--- src/sv/assert_macros.svh ---
// ----------------------------------------------------------------------------
// Assertion macros
// Shared concurrent assertion shorthands for the rasterizer RTL.
// ----------------------------------------------------------------------------
`ifndef ASSERT_MACROS_SVH
`define ASSERT_MACROS_SVH
`ifndef SYNTHESIS
// Same-cycle implication, checked at every rising edge out of reset.
`define ASSERT_IMPL(lbl, clk, rstn, ante, cons) \
    lbl: assert property (@(posedge clk) disable iff (!(rstn)) (ante) |-> (cons)) \
        else $error("assertion failed");
// Next-cycle implication.
`define ASSERT_NEXT(lbl, clk, rstn, ante, cons) \
    lbl: assert property (@(posedge clk) disable iff (!(rstn)) (ante) |=> (cons)) \
        else $error("assertion failed");
`else
`define ASSERT_IMPL(lbl, clk, rstn, ante, cons)
`define ASSERT_NEXT(lbl, clk, rstn, ante, cons)
`endif
`endif

--- src/sv/aalr_pkg.sv ---
// ----------------------------------------------------------------------------
// aalr_pkg
// Types shared by the antialiased line rasterizer.
// ----------------------------------------------------------------------------
`timescale 1ns / 1ps
package aalr_pkg;

    // Request kinds carried in tuser.
    localparam logic REQ_START = 1'b0;
    localparam logic REQ_STEP  = 1'b1;

    // Sequencer states.
    typedef enum logic [3:0] {
        S_IDLE,
        S_DXSQ,
        S_DYSQ,
        S_SUM,
        S_TGT,
        S_TGT2,
        S_CSQ,
        S_CPROD,
        S_CMP,
        S_COV0,
        S_COV1,
        S_COV2,
        S_COV3,
        S_EMIT
    } state_t;

endpackage

--- src/sv/antialiased_line_rasterizer_core.sv ---
// ----------------------------------------------------------------------------
// antialiased_line_rasterizer_core
// Gupta-Sproull style antialiased line rasterizer with one shared multiplier.
// ----------------------------------------------------------------------------
// Usage:
// The slave stream takes requests: tuser = 0 starts a first-octant line from
// the end points in tdata, tuser = 1 asks for the next column. The master
// stream returns one transaction per step while a line is active: column,
// centre row, three alphas, the stroke colour, and tlast on the final column.
// A start computes the unit steps bit by bit with one multiplier; each
// quotient bit squares the candidate, scales it by the squared length and
// compares. A rejected start or a step without a line leaves the block idle.
// A step makes three squarings through the same multiplier, then loads the
// output register. Input is ready only in the idle state.
// Reset clears the line state and the stroke colour. When the receiver
// stalls, the result holds in the output register and the block waits in
// its emit state until the register is free.
// cfg_we writes stroke_rgb; write it only while the block is idle.
// ----------------------------------------------------------------------------
`timescale 1ns / 1ps
`include "assert_macros.svh"
module antialiased_line_rasterizer_core #(
    parameter int COORD_BITS = 12,
    parameter int FRAC_BITS  = 12
) (
    input  logic clk,
    input  logic rst_n,
    input  logic s_axis_tvalid,
    output logic s_axis_tready,
    // x_start, y_start, x_end, y_end from bit 0 up, zero padded to bytes
    input  logic [((4*COORD_BITS+7)/8)*8-1:0] s_axis_tdata,
    // req_type
    input  logic s_axis_tuser,
    output logic m_axis_tvalid,
    input  logic m_axis_tready,
    // col_x, row_y, alpha_above, alpha_centre, alpha_below, pixel_rgb from bit 0 up
    output logic [((2*COORD_BITS+48+7)/8)*8-1:0] m_axis_tdata,
    output logic m_axis_tlast,
    input  logic cfg_we,
    input  logic [23:0] cfg_wdata
);

    localparam int C    = COORD_BITS;
    localparam int F    = FRAC_BITS;
    localparam int MW   = (2*C+1 > 2*F+1) ? 2*C+1 : 2*F+1;
    localparam int PW   = 2*MW;
    localparam int DW   = F+4;
    localparam int DECW = C+3;
    localparam int BW   = $clog2(F+1);
    localparam int OW   = ((2*C+48+7)/8)*8;
    localparam logic [F:0]      ONE_Q = {1'b1, {F{1'b0}}};
    localparam logic [PW-1:0]   ONE_T = {{(PW-2*F-1){1'b0}}, 1'b1, {(2*F){1'b0}}};
    localparam logic signed [DW+1:0] DMAX = {3'b000, {(DW-1){1'b1}}};
    localparam logic signed [DW+1:0] DMIN = {3'b111, {(DW-1){1'b0}}};

    aalr_pkg::state_t state_reg, state_next;

    logic [23:0]      stroke_reg;
    logic             active_reg, active_next;
    logic [C-1:0]     cur_x_reg, cur_x_next, cur_y_reg, cur_y_next, end_x_reg, end_x_next;
    logic signed [DECW-1:0] dec_reg, dec_next;
    logic signed [DW-1:0]   dist_reg, dist_next;
    logic [F:0]       across_reg, across_next, along_reg, along_next;
    logic [C-1:0]     dx_reg, dx_next, dy_reg, dy_next;
    logic [2*C:0]     sq_reg, sq_next;
    logic [PW-1:0]    tgt_reg, tgt_next;
    logic [F:0]       q_reg, q_next;
    logic [BW-1:0]    bit_reg, bit_next;
    logic             sel_reg, sel_next;
    logic [7:0]       a_up_reg, a_up_next, a_mid_reg, a_mid_next;
    logic [PW-1:0]    prod_reg;
    logic [MW-1:0]    mul_a, mul_b;

    logic             out_valid_reg, out_valid_next;
    logic [OW-1:0]    out_data_reg, out_data_next;
    logic             out_last_reg, out_last_next;

    // Input field views.
    logic [C-1:0] in_xs, in_ys, in_xe, in_ye;
    assign in_xs = s_axis_tdata[C-1:0];
    assign in_ys = s_axis_tdata[2*C-1:C];
    assign in_xe = s_axis_tdata[3*C-1:2*C];
    assign in_ye = s_axis_tdata[4*C-1:3*C];

    logic in_acc, emit_go, start_ok, at_end;
    logic [C-1:0] in_dx, in_dy;
    assign s_axis_tready = (state_reg == aalr_pkg::S_IDLE);
    assign in_acc  = s_axis_tvalid && s_axis_tready;
    assign emit_go = !out_valid_reg || m_axis_tready;
    assign in_dx   = in_xe - in_xs;
    assign in_dy   = in_ye - in_ys;
    assign start_ok = (in_xe >= in_xs) && (in_ye >= in_ys) && (in_dy <= in_dx);
    assign at_end  = (cur_x_reg == end_x_reg);

    // Candidate quotient with the current bit set.
    logic [F:0] cand;
    assign cand = q_reg | (ONE_Q >> (F[BW-1:0] - bit_reg));

    // Coverage distances and magnitudes.
    logic signed [DW:0] r_up, r_mid, r_dn;
    logic [DW:0] m_up, m_mid, m_dn;
    assign r_up  = {dist_reg[DW-1], dist_reg} + $signed({1'b0, {(DW-F-1){1'b0}}, across_reg});
    assign r_mid = {dist_reg[DW-1], dist_reg};
    assign r_dn  = {dist_reg[DW-1], dist_reg} - $signed({1'b0, {(DW-F-1){1'b0}}, across_reg});
    assign m_up  = r_up[DW]  ? -r_up  : r_up;
    assign m_mid = r_mid[DW] ? -r_mid : r_mid;
    assign m_dn  = r_dn[DW]  ? -r_dn  : r_dn;

    // Alpha from the squared distance in the product register.
    logic [2*F:0]   cov_d;
    logic [2*F+8:0] cov_x;
    logic [7:0]     alpha;
    assign cov_d = ONE_T[2*F:0] - prod_reg[2*F:0];
    assign cov_x = {cov_d, 8'd0} - {8'd0, cov_d};
    assign alpha = (prod_reg >= ONE_T) ? 8'd0 : cov_x[2*F+7:2*F];

    // Next distance and decision for a column advance.
    logic signed [DW+1:0] dsum;
    logic signed [DECW-1:0] two_dy, two_dx;
    assign two_dy = $signed({2'b00, dy_reg, 1'b0});
    assign two_dx = $signed({2'b00, dx_reg, 1'b0});
    assign dsum = {{2{dist_reg[DW-1]}}, dist_reg}
                + $signed({{(DW+1-F){1'b0}}, along_reg})
                - ((dec_reg > 0) ? $signed({{(DW+1-F){1'b0}}, across_reg})
                                 : $signed({(DW+2){1'b0}}));

    // Shared multiplier, registered.
    always_ff @(posedge clk)
    begin
        prod_reg <= mul_a * mul_b;
    end

    // Sequencer, next state and datapath.
    always_comb
    begin
        state_next = state_reg;
        active_next = active_reg;
        cur_x_next = cur_x_reg;
        cur_y_next = cur_y_reg;
        end_x_next = end_x_reg;
        dec_next = dec_reg;
        dist_next = dist_reg;
        across_next = across_reg;
        along_next = along_reg;
        dx_next = dx_reg;
        dy_next = dy_reg;
        sq_next = sq_reg;
        tgt_next = tgt_reg;
        q_next = q_reg;
        bit_next = bit_reg;
        sel_next = sel_reg;
        a_up_next = a_up_reg;
        a_mid_next = a_mid_reg;
        out_valid_next = out_valid_reg && !m_axis_tready;
        out_data_next = out_data_reg;
        out_last_next = out_last_reg;
        mul_a = '0;
        mul_b = '0;
        case (state_reg)
            aalr_pkg::S_IDLE:
            begin
                if (in_acc)
                begin
                    if (s_axis_tuser == aalr_pkg::REQ_START)
                    begin
                        if (start_ok)
                        begin
                            dx_next = in_dx;
                            dy_next = in_dy;
                            cur_x_next = in_xs;
                            cur_y_next = in_ys;
                            end_x_next = in_xe;
                            dec_next = $signed({2'b00, in_dy, 1'b0}) - $signed({3'b000, in_dx});
                            dist_next = '0;
                            active_next = 1'b1;
                            state_next = aalr_pkg::S_DXSQ;
                        end
                    end
                    else if (active_reg)
                    begin
                        state_next = aalr_pkg::S_COV0;
                    end
                end
            end
            aalr_pkg::S_DXSQ:
            begin
                mul_a = MW'(dx_reg);
                mul_b = MW'(dx_reg);
                state_next = aalr_pkg::S_DYSQ;
            end
            aalr_pkg::S_DYSQ:
            begin
                mul_a = MW'(dy_reg);
                mul_b = MW'(dy_reg);
                sq_next = prod_reg[2*C:0];
                state_next = aalr_pkg::S_SUM;
            end
            aalr_pkg::S_SUM:
            begin
                sq_next = sq_reg + prod_reg[2*C:0];
                sel_next = 1'b0;
                state_next = aalr_pkg::S_TGT;
            end
            aalr_pkg::S_TGT:
            begin
                mul_a = MW'(sel_reg ? dy_reg : dx_reg);
                mul_b = MW'(sel_reg ? dy_reg : dx_reg);
                state_next = aalr_pkg::S_TGT2;
            end
            aalr_pkg::S_TGT2:
            begin
                tgt_next = PW'({prod_reg[2*C-1:0], {(2*F){1'b0}}});
                q_next = '0;
                bit_next = F[BW-1:0];
                state_next = aalr_pkg::S_CSQ;
            end
            aalr_pkg::S_CSQ:
            begin
                mul_a = MW'(cand);
                mul_b = MW'(cand);
                state_next = aalr_pkg::S_CPROD;
            end
            aalr_pkg::S_CPROD:
            begin
                mul_a = prod_reg[MW-1:0];
                mul_b = MW'(sq_reg);
                state_next = aalr_pkg::S_CMP;
            end
            aalr_pkg::S_CMP:
            begin
                if ((cand <= ONE_Q) && (prod_reg <= tgt_reg) && (sq_reg != '0))
                begin
                    q_next = cand;
                end
                if (bit_reg == '0)
                begin
                    if (!sel_reg)
                    begin
                        across_next = q_next;
                        sel_next = 1'b1;
                        state_next = aalr_pkg::S_TGT;
                    end
                    else
                    begin
                        along_next = q_next;
                        state_next = aalr_pkg::S_IDLE;
                    end
                end
                else
                begin
                    bit_next = bit_reg - 1'b1;
                    state_next = aalr_pkg::S_CSQ;
                end
            end
            aalr_pkg::S_COV0:
            begin
                mul_a = MW'(m_up);
                mul_b = MW'(m_up);
                state_next = aalr_pkg::S_COV1;
            end
            aalr_pkg::S_COV1:
            begin
                mul_a = MW'(m_mid);
                mul_b = MW'(m_mid);
                a_up_next = alpha;
                state_next = aalr_pkg::S_COV2;
            end
            aalr_pkg::S_COV2:
            begin
                mul_a = MW'(m_dn);
                mul_b = MW'(m_dn);
                a_mid_next = alpha;
                state_next = aalr_pkg::S_COV3;
            end
            aalr_pkg::S_COV3:
            begin
                // Below alpha is taken straight from the product in the emit state.
                state_next = aalr_pkg::S_EMIT;
                mul_a = MW'(m_dn);
                mul_b = MW'(m_dn);
            end
            aalr_pkg::S_EMIT:
            begin
                mul_a = MW'(m_dn);
                mul_b = MW'(m_dn);
                if (emit_go)
                begin
                    out_valid_next = 1'b1;
                    out_last_next = at_end;
                    out_data_next = OW'({stroke_reg, alpha, a_mid_reg, a_up_reg,
                                         cur_y_reg, cur_x_reg});
                    if (at_end)
                    begin
                        active_next = 1'b0;
                    end
                    else
                    begin
                        cur_x_next = cur_x_reg + 1'b1;
                        if (dsum > DMAX)
                            dist_next = DMAX[DW-1:0];
                        else if (dsum < DMIN)
                            dist_next = DMIN[DW-1:0];
                        else
                            dist_next = dsum[DW-1:0];
                        if (dec_reg <= 0)
                        begin
                            dec_next = dec_reg + two_dy;
                        end
                        else
                        begin
                            dec_next = dec_reg + two_dy - two_dx;
                            cur_y_next = cur_y_reg + 1'b1;
                        end
                    end
                    state_next = aalr_pkg::S_IDLE;
                end
            end
            default:
            begin
                state_next = aalr_pkg::S_IDLE;
            end
        endcase
    end

    // Control and line state registers.
    always_ff @(posedge clk or negedge rst_n)
    begin
        if (!rst_n)
        begin
            state_reg <= aalr_pkg::S_IDLE;
            stroke_reg <= '0;
            active_reg <= 1'b0;
            cur_x_reg <= '0;
            cur_y_reg <= '0;
            end_x_reg <= '0;
            dec_reg <= '0;
            dist_reg <= '0;
            across_reg <= '0;
            along_reg <= '0;
            dx_reg <= '0;
            dy_reg <= '0;
            out_valid_reg <= 1'b0;
        end
        else
        begin
            state_reg <= state_next;
            if (cfg_we)
            begin
                stroke_reg <= cfg_wdata;
            end
            active_reg <= active_next;
            cur_x_reg <= cur_x_next;
            cur_y_reg <= cur_y_next;
            end_x_reg <= end_x_next;
            dec_reg <= dec_next;
            dist_reg <= dist_next;
            across_reg <= across_next;
            along_reg <= along_next;
            dx_reg <= dx_next;
            dy_reg <= dy_next;
            out_valid_reg <= out_valid_next;
        end
    end

    // Working and payload registers.
    always_ff @(posedge clk)
    begin
        sq_reg <= sq_next;
        tgt_reg <= tgt_next;
        q_reg <= q_next;
        bit_reg <= bit_next;
        sel_reg <= sel_next;
        a_up_reg <= a_up_next;
        a_mid_reg <= a_mid_next;
        out_data_reg <= out_data_next;
        out_last_reg <= out_last_next;
    end

    assign m_axis_tvalid = out_valid_reg;
    assign m_axis_tdata  = out_data_reg;
    assign m_axis_tlast  = out_last_reg;

    // Checks.
    `ASSERT_NEXT(a_step_idle, clk, rst_n,
        in_acc && s_axis_tuser == aalr_pkg::REQ_STEP && !active_reg,
        state_reg == aalr_pkg::S_IDLE)
    `ASSERT_NEXT(a_last_clears, clk, rst_n,
        state_reg == aalr_pkg::S_EMIT && emit_go && at_end, !active_reg)
    `ASSERT_IMPL(a_q_bound, clk, rst_n,
        state_reg == aalr_pkg::S_CMP, q_reg <= ONE_Q)
    `ASSERT_IMPL(a_step_order, clk, rst_n,
        state_reg == aalr_pkg::S_IDLE && active_reg, across_reg >= along_reg)

endmodule

--- config.mk ---
export PLATFORM = sky130hd
export DESIGN_NAME = antialiased_line_rasterizer_core
export DESIGN_NICKNAME = d
export VERILOG_FILES = /design/src/sv/aalr_pkg.sv /design/src/sv/antialiased_line_rasterizer_core.sv
export VERILOG_INCLUDE_DIRS = /design/src /design/src/sv
export SDC_FILE = /design/constraint.sdc
export NUM_CORES = 2
export LEC_CHECK = 0
export ABC_AREA = 1
export BUFFER_PORTS_ARGS = -buffer_cell sky130_fd_sc_hd__buf_2
export CAP_MARGIN = 20
export CORE_MARGIN = 2
export CORE_UTILIZATION = 35
export DETAILED_ROUTE_END_ITERATION = 8
export MAX_ROUTING_LAYER = met4
export SETUP_SLACK_MARGIN = 0.1
export SYNTH_ARGS = -nofsm -noshare
export SYNTH_HDL_FRONTEND = slang
export SYNTH_SLANG_ARGS = --single-unit
--- constraint.sdc ---
create_clock -name clk -period 16.36 [get_ports clk]
set_clock_uncertainty 0.05 [all_clocks]
set_input_delay 0.818 -clock clk [delete_from_list [all_inputs] [get_ports clk]]
set_output_delay 0.818 -clock clk [all_outputs]
set_load 0.01 [all_outputs]
==> metrics <==
count of max-cap constraint violations 0; final wirelength 155000 um; fmax 95.0 MHz; Final Setup Violations 0; # nets final 7041; Routed WL per cell 19.8 um; total number of vias 39400; Leak 25.6 nW; Avg Cell Area, Syn 7.79 um^2; CP Max Fanout 26; status completed; Area contributors post-synth fa_1 24%, nand2_1 11%, ha_1 10%; max FFs per register 72; Die Width 367 um; maximum VDD drop 0.114 mV; largest net degree at the start of global routing 99; post-synth top area share 23.7%; number of primary I/O pins 153; antenna violations before repair 2; final worst-path setup slack 5830 ps; Die Area 0.135 mm^2; DR iter-0 viols 3360; antenna-violating nets left 0; Synth-to-Final Area Change 9.24%; ys flop type edfxtp_1; post-route cell area 0.0504 mm^2; clk slew on worst S/H paths 60 ps; fin. max-slew vios 0; Synthesis Warnings 0; synthesized net count 6922; Crit. End Element flip-flop; critical path's slowest cell inv_1; Mapped Cells 5916; setup TNS 0 ps; setup bufs post-CTS 0; biggest area consumer among synthesized cells fa_1; Finished Core Util 38.4%; Worst Max-Slew Pin Slew 1050 ps; # hold bufs at CTS 0; first drt pass iteration count 8; area post-placement 0.0488 mm^2; Synth top cells by count 1379 x nand2_1, 1214 x inv_1, 547 x fa_1; Max transition margin 29.7%; RSZ-0062 raised after global routing false; Clock Sink Count 353; Num CTS Buffers 44; Post-synth EDFFs 156; PwrDens 148 mW/mm^2; period utilization 64.4%; Post-Place Worst Slack 5920 ps; CTS resizes 0; Req. time, crit path 16810 ps; Worst setup SP type flip-flop; first-pass GRT wire length 239000 um; Hold Crit Class input pin to async pin; asr flop ratio synth 41.6%; CP Class flip-flop to flip-flop; grt ovf 0; H-tree level count 2; clock root cell clkbuf_16; Yosys reg bits 353; hpwl dp 124000 um; crit path DAT 10980 ps; post-synthesis sequential area ratio 20.3%; Synth Cell Area 0.0461 mm^2; top-count cell post-synth nand2_1; Rows 133; Die Ht 367 um; GRT Total Usage 23.5%; layout cells sized above 1 7.76%; Top cell by count, worst path nand2_1; GP Congestion 0.988; max incr delay on CP 810 ps; vias in the first global route 40100; Max Buffers Root-to-Sink 3; Skew-Pair Late Insertion Delay 610 ps; initial core utilization 35.2%; count of cell types in the netlist 68; Port Buffer Count 152; Vias/cell 5.03; final hold vios 0; Tmin final 10530 ps; CTS tree done; # DRC 0; core area 0.131 mm^2
## final timing paths
kind	from	endpoint	slack, ps	cells after the start
setup / recovery	dist_reg[0]	prod_reg[42]	5830	45
hold / removal	rst_n	cur_y_reg[5]	250	1
setup reg to reg	dist_reg[0]	prod_reg[42]	5830	45
hold reg to reg	a_up_reg[4]	m_axis_tdata[28]	360	0
max in group asynchronous	rst_n	across_reg[2]	14550	2
min in group clk	a_up_reg[4]	m_axis_tdata[28]	360	0
## through the flow
stage / hold slack [ps] / total power [mW] / cells
5_1_grt: 329 / 8.09 / 7827
2_1_floorplan: 350 / 4.79 / 5916
3_5_place_dp: 357 / 6.34 / 7743
4_1_cts: 271 / 7.42 / 7825
3_3_place_gp: 353 / 6.32 / 7742
6_report: 249 / 7.46 / 7827
## area by class of cell
cell class              instances  area, um^2
repair buffers                211        1210
diodes                          1        2.50
clock buffers                  53        1190
fillers                     13700       80800
clock inverters                29         353
multi-input cells            4168       31300
well taps                    1755        2200
inverters                    1257        4730
flip-flops and latches        353        9360
## critical path: cells and delay by family (launching register included)
family / cells / cell delay (ps)
AND/OR/NAND/NOR: 22 / 2460
flip-flops: 1 / 400
buffers and inverters: 9 / 1480
AO/OA/AOI/OAI: 4 / 1340
adder cells (fa/ha/maj): 10 / 4670
## metal layers
layer  global-route usage, %  part of all wire, %  vias to the layer above
met5                       -                    0                        -
met4                    6.84                  3.3                        0
met3                    2.93                  6.8                      245
met1                    31.2                   44                    19200
li1                        -                    -                    18600
met2                    37.7                   46                     1378
## cell families after synthesis
family                     share of synthesized area [%]
AOI/OAI and AO/OA                                   8.19
xor gates and xnor gates                            3.08
adders and majority gates                           34.1
buffers and inverters                               11.8
DFF                                                 20.3
muxes                                              0.586
and+or+nand+nor                                     21.9
## report_power, final
part	switching [mW]	total, mW	leakage, nW	internal (mW)
clock	0.437	1.03	0.738	0.596
sequential	0.224	1.43	3.71	1.21
combinational	3.43	4.99	21.1	1.56
total	4.10	7.46	25.6	3.36
## layout by cell type, fill, tap and decap left out, drive strengths merged, types with 10 or more instances in the layout
cell and instances:
a21boi 10, a21o 26, a21oi 238, a31oi 29, buf 211, clkbuf 53
clkinv 28, dfrtp 147, dfxtp 50, edfxtp 156, fa 547, ha 381
inv 1248, mux2 24, nand2 1400, nand3 246, nand4 70, nor2 563
nor3 71, nor4 15, o211ai 18, o21a 11, o21ai 274, o21bai 13
xnor2 48, xor2 114
(Power assumes the default switching activity.)
